File: src/rtl/programmable_fsm_transition_table_unit_defines.svh
// ----------------------------------------------------------------------------
// Assertion macros for the programmable FSM transition table unit.
// Each macro expects clk and rst in scope at the point of use.
// ----------------------------------------------------------------------------
`ifndef PROGRAMMABLE_FSM_TRANSITION_TABLE_UNIT_DEFINES_SVH
`define PROGRAMMABLE_FSM_TRANSITION_TABLE_UNIT_DEFINES_SVH

// Same-cycle implication, disabled during reset
`define PFSM_ASSERT_NOW(label, ante, cons, msg) \
  label: assert property (@(posedge clk) disable iff (rst) (ante) |-> (cons)) \
    else $error(msg);

// Next-cycle implication, disabled during reset
`define PFSM_ASSERT_NEXT(label, ante, cons, msg) \
  label: assert property (@(posedge clk) disable iff (rst) (ante) |=> (cons)) \
    else $error(msg);

`endif

File: src/rtl/pfsm_pkg.sv
// ----------------------------------------------------------------------------
// pfsm_pkg
// Shared types and codes of the programmable FSM transition table unit.
// ----------------------------------------------------------------------------
package pfsm_pkg;

  localparam int StateW = 8;
  localparam int ActW   = 8;
  localparam int HndW   = 8;

  typedef logic [StateW-1:0] state_id_t;
  typedef logic [ActW-1:0]   action_t;
  typedef logic [HndW-1:0]   handler_t;

  // Command codes
  typedef enum logic [1:0] {
    CMD_ADD_STATE = 2'd0,
    CMD_ADD_LINK  = 2'd1,
    CMD_CHECK     = 2'd2,
    CMD_SEND      = 2'd3
  } cmd_t;

  // Result status codes
  typedef enum logic [2:0] {
    ST_OK         = 3'd0,
    ST_DUP        = 3'd1,
    ST_INVALID    = 3'd2,
    ST_NOTFOUND   = 3'd3,
    ST_OUTOFSTATE = 3'd4,
    ST_FULL       = 3'd5
  } status_t;

  // One stored link
  typedef struct packed {
    state_id_t src;
    state_id_t dst;
    action_t   act;
    handler_t  hnd;
  } link_t;

  // Key presented to the shared compare unit
  typedef struct packed {
    logic      by_action;
    state_id_t src;
    logic [7:0] key;
  } match_req_t;

  // Result word
  typedef struct packed {
    status_t   status;
    state_id_t next_state;
    logic      fire;
    handler_t  fid;
  } result_t;

  // Sequencer states
  typedef enum logic [1:0] {
    S_IDLE,
    S_EXEC,
    S_SCAN,
    S_POST
  } fsm_t;

endpackage

File: src/rtl/pfsm_cmd_if.sv
// ----------------------------------------------------------------------------
// pfsm_cmd_if
// Command channel: valid/ready handshake with the command payload.
// ----------------------------------------------------------------------------
interface pfsm_cmd_if;
  import pfsm_pkg::*;

  logic      valid;
  logic      ready;
  cmd_t      command;
  state_id_t state_a;
  state_id_t state_b;
  action_t   action_code;
  handler_t  handler_id;

  modport source (
    output valid, command, state_a, state_b, action_code, handler_id,
    input  ready
  );

  modport sink (
    input  valid, command, state_a, state_b, action_code, handler_id,
    output ready
  );
endinterface

File: src/rtl/pfsm_rsp_if.sv
// ----------------------------------------------------------------------------
// pfsm_rsp_if
// Result channel: valid/ready handshake with the result payload.
// ----------------------------------------------------------------------------
interface pfsm_rsp_if;
  import pfsm_pkg::*;

  logic      valid;
  logic      ready;
  status_t   status;
  state_id_t next_state;
  logic      fire_handler;
  handler_t  fired_handler_id;

  modport source (
    output valid, status, next_state, fire_handler, fired_handler_id,
    input  ready
  );

  modport sink (
    input  valid, status, next_state, fire_handler, fired_handler_id,
    output ready
  );
endinterface

File: src/rtl/pfsm_link_ram.sv
// ----------------------------------------------------------------------------
// pfsm_link_ram
// Link table storage: one write port, one read port with registered data.
// ----------------------------------------------------------------------------
module pfsm_link_ram #(
  parameter int DEPTH = 16,
  parameter int AW    = 4
) (
  input  logic            clk,
  input  logic            we,
  input  logic [AW-1:0]   waddr,
  input  pfsm_pkg::link_t wdata,
  input  logic            re,
  input  logic [AW-1:0]   raddr,
  output pfsm_pkg::link_t rdata
);
  import pfsm_pkg::*;

  link_t mem [DEPTH];

  // Write port
  always_ff @(posedge clk) begin
    if (we) begin
      mem[waddr] <= wdata;
    end
  end

  // Registered read port
  always_ff @(posedge clk) begin
    if (re) begin
      rdata <= mem[raddr];
    end
  end
endmodule

File: src/rtl/pfsm_match_unit.sv
// ----------------------------------------------------------------------------
// pfsm_match_unit
// Shared compare unit: tests one link entry against the lookup key.
// ----------------------------------------------------------------------------
module pfsm_match_unit (
  input  pfsm_pkg::link_t      entry,
  input  pfsm_pkg::match_req_t req,
  output logic                 hit
);
  import pfsm_pkg::*;

  logic [7:0] field;

  // Key field is the action for send, the target for check
  assign field = req.by_action ? entry.act : entry.dst;
  assign hit   = (entry.src == req.src) && (field == req.key);
endmodule

File: src/rtl/programmable_fsm_transition_table_unit.sv
// ----------------------------------------------------------------------------
// programmable_fsm_transition_table_unit
// Programmable transition table for a table-driven state machine.
//
// Channels: cmd carries one command beat (add state, add link, check
// transition, send action); rsp returns exactly one result beat for each.
// Both use valid/ready; a beat moves when both are high.
// Sequence: add state, add link and lookups from an undeclared state go
// from the command registers to the result register. Other lookups scan the
// link table newest first, one RAM read and one compare per cycle through
// a single compare unit, stopping at the first hit or after the oldest link.
// One command is in flight at a time; cmd.ready is high only while idle,
// so a command beat is taken only after the last result leaves the sequencer.
// Results sit in an output register, so a new command is taken while the
// last result waits; if rsp stalls, the next result holds in the
// sequencer until the output register frees up.
// Reset clears all declared states and the link count at once; the link
// RAM is not cleared, since only entries below the link count are read.
// ----------------------------------------------------------------------------
`include "programmable_fsm_transition_table_unit_defines.svh"

module programmable_fsm_transition_table_unit #(
  parameter int MAX_LINKS = 16
) (
  input logic       clk,
  input logic       rst,
  pfsm_cmd_if.sink  cmd,
  pfsm_rsp_if.source rsp
);
  import pfsm_pkg::*;

  localparam int CNT_W = $clog2(MAX_LINKS + 1);
  localparam int IDX_W = (MAX_LINKS > 1) ? $clog2(MAX_LINKS) : 1;

  // Control state
  fsm_t             state;
  fsm_t             state_next;
  logic [255:0]     present;
  logic [CNT_W-1:0] link_count;
  logic             pend;
  logic             out_valid;

  // Payload registers
  cmd_t             op;
  state_id_t        sa;
  state_id_t        sb;
  action_t          act;
  handler_t         hnd;
  logic [CNT_W-1:0] idx;
  result_t          res;
  result_t          out_res;

  // Combinational controls
  logic             in_ready;
  logic             ram_we;
  logic             ram_re;
  logic             set_present;
  logic             scan_start;
  logic             res_load;
  logic             out_load;
  result_t          res_next;
  logic             is_lookup;
  logic             match;
  logic             hit;
  logic [CNT_W-1:0] idx_dec;
  status_t          fail_status;
  link_t            rd_entry;
  link_t            wr_entry;
  match_req_t       req;

  assign is_lookup   = (op == CMD_CHECK) || (op == CMD_SEND);
  assign fail_status = (op == CMD_SEND) ? ST_OUTOFSTATE : ST_NOTFOUND;
  assign idx_dec     = idx - CNT_W'(1);
  assign wr_entry    = '{src: sa, dst: sb, act: act, hnd: hnd};
  assign req         = '{by_action: (op == CMD_SEND), src: sa,
                         key: ((op == CMD_SEND) ? act : sb)};
  assign hit         = pend && match;
  assign out_load    = (state == S_POST) && (!out_valid || rsp.ready);

  // Link storage and shared compare unit
  pfsm_link_ram #(
    .DEPTH (MAX_LINKS),
    .AW    (IDX_W)
  ) u_ram (
    .clk   (clk),
    .we    (ram_we),
    .waddr (link_count[IDX_W-1:0]),
    .wdata (wr_entry),
    .re    (ram_re),
    .raddr (idx_dec[IDX_W-1:0]),
    .rdata (rd_entry)
  );

  pfsm_match_unit u_match (
    .entry (rd_entry),
    .req   (req),
    .hit   (match)
  );

  // Next state
  always_comb begin
    state_next = state;
    unique case (state)
      S_IDLE: begin
        if (cmd.valid) state_next = S_EXEC;
      end
      S_EXEC: begin
        if (is_lookup && present[sa]) state_next = S_SCAN;
        else                          state_next = S_POST;
      end
      S_SCAN: begin
        if (hit || (idx == '0)) state_next = S_POST;
      end
      S_POST: begin
        if (!out_valid || rsp.ready) state_next = S_IDLE;
      end
    endcase
  end

  // Sequencer outputs
  always_comb begin
    in_ready    = (state == S_IDLE);
    ram_we      = 1'b0;
    ram_re      = 1'b0;
    set_present = 1'b0;
    scan_start  = 1'b0;
    res_load    = 1'b0;
    res_next    = '{status: ST_OK, next_state: '0, fire: 1'b0, fid: '0};
    unique case (state)
      S_EXEC: begin
        unique case (op)
          CMD_ADD_STATE: begin
            res_load = 1'b1;
            if (present[sa]) res_next.status = ST_DUP;
            else             set_present     = 1'b1;
          end
          CMD_ADD_LINK: begin
            res_load = 1'b1;
            if (!present[sb] || !present[sa]) begin
              res_next.status = ST_INVALID;
            end else if (link_count == CNT_W'(MAX_LINKS)) begin
              res_next.status = ST_FULL;
            end else begin
              ram_we = 1'b1;
            end
          end
          CMD_CHECK, CMD_SEND: begin
            if (present[sa]) begin
              scan_start = 1'b1;
            end else begin
              res_load        = 1'b1;
              res_next.status = fail_status;
            end
          end
        endcase
      end
      S_SCAN: begin
        if (hit) begin
          res_load            = 1'b1;
          res_next.next_state = rd_entry.dst;
          res_next.fid        = rd_entry.hnd;
          res_next.fire       = (rd_entry.hnd != '0);
        end else if (idx == '0) begin
          res_load        = 1'b1;
          res_next.status = fail_status;
        end else begin
          ram_re = 1'b1;
        end
      end
      default: ;
    endcase
  end

  // Control registers
  always_ff @(posedge clk) begin
    if (rst) begin
      state      <= S_IDLE;
      present    <= '0;
      link_count <= '0;
      pend       <= 1'b0;
      out_valid  <= 1'b0;
    end else begin
      state <= state_next;
      pend  <= ram_re;
      if (set_present) present[sa] <= 1'b1;
      if (ram_we)      link_count  <= link_count + CNT_W'(1);
      if (out_load)       out_valid <= 1'b1;
      else if (rsp.ready) out_valid <= 1'b0;
    end
  end

  // Payload registers
  always_ff @(posedge clk) begin
    if (cmd.valid && in_ready) begin
      op  <= cmd.command;
      sa  <= cmd.state_a;
      sb  <= cmd.state_b;
      act <= cmd.action_code;
      hnd <= cmd.handler_id;
    end
    if (scan_start)  idx <= link_count;
    else if (ram_re) idx <= idx_dec;
    if (res_load) res     <= res_next;
    if (out_load) out_res <= res;
  end

  // Port drive
  assign cmd.ready            = in_ready;
  assign rsp.valid            = out_valid;
  assign rsp.status           = out_res.status;
  assign rsp.next_state       = out_res.next_state;
  assign rsp.fire_handler     = out_res.fire;
  assign rsp.fired_handler_id = out_res.fid;

  // Checks
  `PFSM_ASSERT_NOW(a_count_max, 1'b1, link_count <= CNT_W'(MAX_LINKS), "link count overflow")
  `PFSM_ASSERT_NEXT(a_count_inc, ram_we, link_count == $past(link_count) + CNT_W'(1), "count step")
  `PFSM_ASSERT_NOW(a_read_range, ram_re, idx != '0, "scan read below newest-first range")
  `PFSM_ASSERT_NOW(a_rsp_rise, $rose(rsp.valid), $past(state) == S_POST, "result without completion")
endmodule
File: src/flat_wrapper.sv
// flat-port wrapper written by rule: the top's interface ports become plain ports
module programmable_fsm_transition_table_unit_flat import pfsm_pkg::*;
#(
  parameter int MAX_LINKS = 16
)
  (clk, rst, cmd_valid, cmd_command, cmd_state_a, cmd_state_b, cmd_action_code, cmd_handler_id, cmd_ready, rsp_valid, rsp_status, rsp_next_state, rsp_fire_handler, rsp_fired_handler_id, rsp_ready);
  pfsm_cmd_if cmd_i ();
  pfsm_rsp_if rsp_i ();
  input logic clk;
  input logic rst;
  input wire logic [$bits(cmd_i.valid)-1:0] cmd_valid;
  input wire logic [$bits(cmd_i.command)-1:0] cmd_command;
  input wire logic [$bits(cmd_i.state_a)-1:0] cmd_state_a;
  input wire logic [$bits(cmd_i.state_b)-1:0] cmd_state_b;
  input wire logic [$bits(cmd_i.action_code)-1:0] cmd_action_code;
  input wire logic [$bits(cmd_i.handler_id)-1:0] cmd_handler_id;
  output wire logic [$bits(cmd_i.ready)-1:0] cmd_ready;
  output wire logic [$bits(rsp_i.valid)-1:0] rsp_valid;
  output wire logic [$bits(rsp_i.status)-1:0] rsp_status;
  output wire logic [$bits(rsp_i.next_state)-1:0] rsp_next_state;
  output wire logic [$bits(rsp_i.fire_handler)-1:0] rsp_fire_handler;
  output wire logic [$bits(rsp_i.fired_handler_id)-1:0] rsp_fired_handler_id;
  input wire logic [$bits(rsp_i.ready)-1:0] rsp_ready;
  assign cmd_i.valid = cmd_valid;
  assign cmd_i.command = cmd_command;
  assign cmd_i.state_a = cmd_state_a;
  assign cmd_i.state_b = cmd_state_b;
  assign cmd_i.action_code = cmd_action_code;
  assign cmd_i.handler_id = cmd_handler_id;
  assign cmd_ready = cmd_i.ready;
  assign rsp_valid = rsp_i.valid;
  assign rsp_status = rsp_i.status;
  assign rsp_next_state = rsp_i.next_state;
  assign rsp_fire_handler = rsp_i.fire_handler;
  assign rsp_fired_handler_id = rsp_i.fired_handler_id;
  assign rsp_i.ready = rsp_ready;
  programmable_fsm_transition_table_unit #(.MAX_LINKS(MAX_LINKS)) u_core (.clk(clk), .rst(rst), .cmd(cmd_i), .rsp(rsp_i));
endmodule
File: config.mk
export PLATFORM = sky130hd
export DESIGN_NAME = programmable_fsm_transition_table_unit_flat
export DESIGN_NICKNAME = d
export VERILOG_FILES = /design/src/rtl/pfsm_pkg.sv /design/src/rtl/pfsm_cmd_if.sv /design/src/rtl/pfsm_rsp_if.sv /design/src/rtl/pfsm_link_ram.sv /design/src/rtl/pfsm_match_unit.sv /design/src/rtl/programmable_fsm_transition_table_unit.sv /design/src/flat_wrapper.sv
export VERILOG_INCLUDE_DIRS = /design/src /design/src/rtl
export SDC_FILE = /design/constraint.sdc
export NUM_CORES = 1
export LEC_CHECK = 0
export ABC_AREA = 1
export BUFFER_PORTS_ARGS = -buffer_cell sky130_fd_sc_hd__buf_2
export CAP_MARGIN = 30
export CORE_MARGIN = 5
export CORE_UTILIZATION = 40
export CTS_CLUSTER_DIAMETER = 200
export DETAILED_ROUTE_END_ITERATION = 7
export HOLD_SLACK_MARGIN = 0.05
export MAX_ROUTING_LAYER = met4
export PLACE_DENSITY = 0.53
export SKIP_CTS_REPAIR_TIMING = 1
export SYNTH_ARGS = -nofsm -noshare
export SYNTH_HDL_FRONTEND = slang
export SYNTH_HIERARCHICAL = 1
export SYNTH_SLANG_ARGS = --single-unit
File: constraint.sdc
create_clock -name clk -period 10.1 [get_ports clk]
set_clock_uncertainty 0.05 [all_clocks]
set_input_delay 2.02 -clock clk [delete_from_list [all_inputs] [get_ports clk]]
set_output_delay 2.02 -clock clk [all_outputs]
set_load 0.05 [all_outputs]
==> results of run 1 <==
==> layer usage <==
layer	share of wire, %	track usage [%]	up-vias
li1	-	-	15450
met1	44	31.01	15100
met2	47	37.59	1015
met3	6.0	2.992	219
met4	2.9	7.318	0
met5	0	-	-
==> final cells by class <==
class | count | area, um2 | share of cell area [%]
antenna | 1 | 2.502 | 0.005440
clock buffer | 124 | 2665 | 5.794
clock inverter | 59 | 586.8 | 1.276
inverter | 730 | 2761 | 6.003
multi-input combinational | 2845 | 12860 | 27.97
sequential | 888 | 24010 | 52.20
tap | 1368 | 1712 | 3.721
timing repair buffer | 166 | 1394 | 3.030
==> worst max-delay path by stage <==
stage | startpoint | slack (ns) | cells past startpoint | end
floorplan | u_core/sb[0]$_DFFE_PP_ | 5.76 | 19 | u_core/u_ram/mem[12][0]$_DFFE_PP_
global placement | u_core/sb[0]$_DFFE_PP_ | 4.47 | 19 | u_core/u_ram/mem[8][7]$_DFFE_PP_
detailed placement | u_core/sb[0]$_DFFE_PP_ | 4.44 | 20 | u_core/u_ram/mem[1][25]$_DFFE_PP_
CTS | u_core/sb[0]$_DFFE_PP_ | 4.42 | 20 | u_core/u_ram/mem[1][27]$_DFFE_PP_
global route | u_core/sb[0]$_DFFE_PP_ | 4.03 | 20 | u_core/u_ram/mem[4][18]$_DFFE_PP_
finish | u_core/sb[0]$_DFFE_PP_ | 4.32 | 20 | u_core/u_ram/mem[4][26]$_DFFE_PP_
==> kinds of logic after synthesis <==
logic type,after synthesis,share of synthesized area [%]
buffers and inverters,1022,10.76
AOI/OAI and AO/OA,437,5.392
xor gates and xnor gates,10,0.2132
and+or+nand+nor,2391,24.96
adders and majority gates,7,0.2132
DFF,888,58.46
==> state kept, by name, summed over array words and instances (netlist names), 20 cells and up <==
name and flops:
u_core/u_ram/rdata 32, u_core/res 20, u_core/u_ram/mem 512, u_core/present 256
==> cell usage in the layout, fill, tap and decap left out, drive strengths merged <==
master    count
diode         1
clkinv       51
o22ai        17
nor3          2
clkinvlp      2
a21boi        1
inv         727
nand4        28
nor4          2
xor2          4
bufinv        9
nand3       923
a21oi       310
edfxtp      623
xnor2         6
nand3b        3
buf         165
o21bai        1
a31oi         1
dfxtp       265
nand2      1311
ha            7
nor2        122
clkbuf      125
o21ai       107
==> synthesized netlist by cell type (3+ instances only) <==
cell type	count
a21oi_1	310
buf_1	27
buf_2	72
buf_4	14
buf_6	56
clkbuf_1	122
clkinv_1	3
dfxtp_1	265
edfxtp_1	623
ha_1	7
inv_1	720
inv_2	6
nand2_1	1306
nand2_2	5
nand3_1	923
nand3b_1	3
nand4_1	28
nor2_1	117
nor2_2	3
o21ai_0	81
o21ai_1	26
o22ai_1	17
xnor2_1	6
xor2_1	4
==> power groups by stage <==
stage / clock (mW) / sequential (mW) / combinational, mW
6_report: 3.63 / 4.30 / 2.66
5_1_grt: 3.87 / 4.31 / 2.88
4_1_cts: 3.71 / 4.30 / 2.68
3_5_place_dp: 0 / 4.38 / 2.67
3_3_place_gp: 0 / 4.38 / 2.62
2_1_floorplan: 0 / 4.40 / 1.61
==> per-stage QoR <==
stage / area [um2] / power, mW / setup WS, ns / util (%) / instances
finish: 46000 / 10.58 / 4.318 / 45.15 / 6181
global route: 46000 / 11.06 / 4.028 / 45.15 / 6181
CTS: 45970 / 10.69 / 4.420 / 45.12 / 6179
detailed placement: 42720 / 7.050 / 4.441 / 41.92 / 5996
global placement: 42270 / 6.995 / 4.471 / 41.48 / 5970
floorplan: 41070 / 6.011 / 5.761 / - / 4755
==> results.cfg, run 1 <==
[power]
p_int_mw = 6.904
p_per_area_nw_per_um2 = 230.1
power_frac_clock_pct = 34.3
comb_power_share_pct = 25.1
p_seq_share_pct = 40.6
p_sw_mw = 3.680
p_sw_share_pct = 34.77
ir_worst_vdd_mv = 0.1351
power.leakage_nw = 17.98

[layout]
fin_nets = 4776
fillers = 9926
area_growth_pct = 11.99
drive_gt1_share_pct = 7.793

[worst_hold_path]
whs_endpoint = u_core/rsp.status[0]$_DFFE_PP_
min-delay-start = u_core/res[17]$_DFFE_PP_
min_path_type = reg -> reg
hold-path-cell-count = 0

[critical_path]
start_kind = register
r2r_cells = 20
end_kind = register
crit_fanout = 93
path_cells = buf_4, buf_4, buf_4, nand2_1, nand3_1, nand3_1, nand3_1, nand3_1, nand2_1, nand2_1, nand3_1, nand3_1, nand2_1, nand2_1, inv_1, nand2_1, inv_1, nand3b_1, nor2_4, buf_4
rrSetupSlack_ns = 4.32
required_ns = 10.36
cp_top_family = buffers and inverters
critical_path.max_stage_delay_ns = 0.80
r2r-end = u_core/u_ram/mem[4][26]$_DFFE_PP_
critical_path_class = reg -> reg
worstPathArrival_ns = 6.04
worstReg2RegStart = u_core/sb[0]$_DFFE_PP_
slowest_stage = buf_4
critPathBufInv = 6

[sta]
tightest_slew_ns = 1.023
timing.fmax_ghz = 0.1729
finalHoldViolCount = 0
hold_ws_ns = 0.3641
drv_slew = 0
setup_viol = 0
fin_crit_sh_pct = 57.25
tns_ns = 0
grt_setup_unrepaired = no
slew_headroom_pct = 31.83
fin_crit_ns = 5.782

[placement]
routabilityCongestion = 0.8354
port-buffer-count = 59
hpwlAfterDp_mm = 72.10

[clock_tree]
clk_latency_ns = 0.70
cts_buffer_depth = 3
path_clk_slew_ns = 0.06
cts_tree = yes
h-tree-depth = 3
numCtsBuffers = 100
clkSinkCount = 888
root_buffer = clkbuf_16

[synth]
avgSynthCellArea_um2 = 8.638
yosysSeqAreaShare_pct = 58.46
yosysTopAreaCell = edfxtp_1
synth.distinct_cells = 32
synthArstFlopShare_pct = 0
syn_area_um2 = 41070
synth_area_leaders = edfxtp_1 (46%), dfxtp_1 (13%), nand2_1 (12%)
synth.top_cell.area_share_pct = 45.55
syn_inst = 4755
ys_ff_latch = 888
synth_ff_type = edfxtp_1
synth_edf_count = 623
ys_warn_count = 6
syn_nets = 4800

[floorplanning]
rows = 117
die_x_um = 330.4
die-area_um2 = 109200
die_h_um = 330.4
pin_count = 60
start_util_pct = 40.31
core_um2 = 101900

[route]
drtAntennaViolNets = 0
drt_pre_antenna_iters = 6
drcViolationCount = 0
viasPerCell = 5.142
avgRoutedWirePerCell_um = 20.22
drtIter0Drc = 2961
num_vias = 31790
routed_wl_mm = 125.0

[global_routing]
grt_pass1_wl_mm = 189.5
antenna_found_initial = 1
grt_usage_pct = 23.33
grt_max_degree = 157
grt_overflow = 0
grt_pass1_vias = 29800

[job]
maxCapViolations = 0

[status]
outcome = completed
(Power assumes the default switching activity.)
==> inputs of run 2 (changes only) <==
--- a/config.mk
+++ b/config.mk
@@ -15,7 +15,7 @@
 export DETAILED_ROUTE_END_ITERATION = 7
 export HOLD_SLACK_MARGIN = 0.05
 export MAX_ROUTING_LAYER = met4
-export PLACE_DENSITY = 0.53
+export PLACE_DENSITY = 0.55
 export SKIP_CTS_REPAIR_TIMING = 1
 export SYNTH_ARGS = -nofsm -noshare
 export SYNTH_HDL_FRONTEND = slang
==> constraint.sdc (replaced) <==
create_clock -name clk -period 5.2 [get_ports clk]
set_clock_uncertainty 0.05 [all_clocks]
set_input_delay 1.04 -clock clk [delete_from_list [all_inputs] [get_ports clk]]
set_output_delay 1.04 -clock clk [all_outputs]
set_load 0.05 [all_outputs]
==> run 2 against run 1 <==
Net effect:
- count of clock-buffer cells in the layout is 11 higher
- via count is 1.5% higher
- critical path depth is 1 higher
- utilization is 0.20 points higher
- sequential power is 96% higher
- largest cell class unchanged
- highest routed layer unchanged
==> results.cfg, run 2 (synthesis results as in run 1) <==
[layout]
largest_reg_flops = 512
regMostFlops = u_core/u_ram/mem
drive_gt1_share_pct = 7.928
final_common_cell = nand2_1
reg_top3 = u_core/u_ram/mem: 512 flops, u_core/present: 256 flops, u_core/u_ram/rdata: 32 flops
layout_common_cells = nand2_1 (1,306), nand3_1 (923), inv_1 (714)
fin_area_um2 = 46200
area_growth_pct = 12.48
fin_nets = 4792

[floorplanning]
start_util_pct = 40.31
rows = 117
pin_count = 60
die_x_um = 330.4
core_um2 = 101900
die_h_um = 330.4
die-area_um2 = 109200

[sta]
grt_setup_unrepaired = no
timing.fmax_ghz = 0.2238
fin_crit_ns = 4.469
hold_ws_ns = 0.3677
slew_headroom_pct = 35.17
setup_viol = 0
finalHoldViolCount = 0
tns_ns = 0
fin_crit_sh_pct = 85.94
tightest_slew_ns = 0.9701
drv_slew = 0

[critical_path]
crit_fanout = 78
end_kind = register
critical_path_class = reg -> reg
start_kind = register
worstPathArrival_ns = 4.79
required_ns = 5.52

[route]
avgRoutedWirePerCell_um = 20.68
drtAntennaViolNets = 0
drtIter0Drc = 3501
num_vias = 32250
viasPerCell = 5.200
drcViolationCount = 0
drt_pre_antenna_iters = 6
routed_wl_mm = 128.3

[power]
p_per_area_nw_per_um2 = 448.1
power.leakage_nw = 18.07
ir_worst_vdd_mv = 0.2912

[global_routing]
met2_usage_pct = 36.30
grtUsageMet1_pct = 32.23
antenna_found_initial = 3
busiest_layer = met2
grt_usage_pct = 23.71
grt_overflow = 0
grt_util_met3_pct = 4.034
grt_pass1_vias = 29990
grt_max_degree = 133
grt_pass1_wl_mm = 191.4

[clock_tree]
cts_buffer_depth = 3
clk_latency_ns = 0.69
path_clk_slew_ns = 0.06
numCtsBuffers = 98
root_buffer = clkbuf_16
h-tree-depth = 3
cts_tree = yes
clkSinkCount = 888

[worst_hold_path]
min_path_type = reg -> reg

[placement]
dpl_cell_area_um2 = 42960
port-buffer-count = 59
hpwlAfterDp_mm = 74.30
routabilityCongestion = 0.8807

[job]
maxCapViolations = 0

[status]
outcome = completed
-- run 2: cell types whose count changed in the layout (fill, tap and decap cells not counted), moves of 3 or more --
cell,change
buf_12,+19
buf_16,-7
buf_4,+10
clkbuf_1,+7
clkbuf_8,+5
clkinv_2,-8
inv_16,+3
nor2_1,+4
nor2_2,-8
nor2_4,+4
-- run 2: cell type report --
type,instances,area [um2]
Antenna cell,3,7.507
Clock buffer,135,2735
Clock inverter,49,495.5
Fill cell,9934,55690
Inverter,730,2761
Multi-Input combinational cell,2845,12870
Sequential cell,888,24010
Tap cell,1368,1712
Timing Repair Buffer,184,1604
-- run 2: final timing paths --
path | endpoint | cells past startpoint | start | slack, ns
min | u_core/rsp.fired_handler_id[6]$_DFFE_PP_ | 0 | u_core/res[6]$_SDFFCE_PN0P_ | 0.37
min reg2reg | u_core/rsp.fired_handler_id[6]$_DFFE_PP_ | 0 | u_core/res[6]$_SDFFCE_PN0P_ | 0.37
max reg2reg | u_core/u_ram/mem[1][29]$_DFFE_PP_ | 21 | u_core/sa[0]$_DFFE_PP_ | 0.73
max | u_core/u_ram/mem[1][29]$_DFFE_PP_ | 21 | u_core/sa[0]$_DFFE_PP_ | 0.73
-- run 2: stage by stage --
stage,setup WS (ns),cells,utilization (%),power [mW]
finish,0.7310,6202,45.35,20.70
global placement,0.8420,6000,42.00,13.77
floorplan,0.8611,4755,-,11.67
detailed placement,0.8410,6015,42.17,13.83
CTS,0.8240,6199,45.34,20.84
global route,0.4635,6200,45.34,21.57
-- run 2: power breakdown --
group / leakage (nW) / internal, mW / switching [mW] / total, mW
Clock: 1.58 / 4.05 / 2.95 / 7.00
Combinational: 8.73 / 1.24 / 4.03 / 5.27
Sequential: 7.77 / 8.14 / 0.292 / 8.43
-- run 2: critical path, cell delays in order (launching register included) --
cell	delay [ns]
edfxtp_1	0.61
buf_12	0.32
inv_2	0.34
nand2_1	0.09
nand2_1	0.07
nand2_1	0.04
nand2_1	0.07
nand2_1	0.05
nand2_1	0.13
nor2_1	0.07
nor2_1	0.10
nor2_1	0.06
nand2_1	0.14
a21boi_0	0.11
nand2_1	0.22
nand2_1	0.10
inv_1	0.11
nand2_1	0.18
inv_1	0.24
nand2_1	0.27
nor2_4	0.48
buf_12	0.24
-- run 2: per-layer routing --
layer | vias to the layer above | part of all wire [%]
li1 | 15460 | -
met1 | 15330 | 43
met2 | 1223 | 45
met3 | 240 | 7.9
met4 | 0 | 3.4
met5 | - | 0
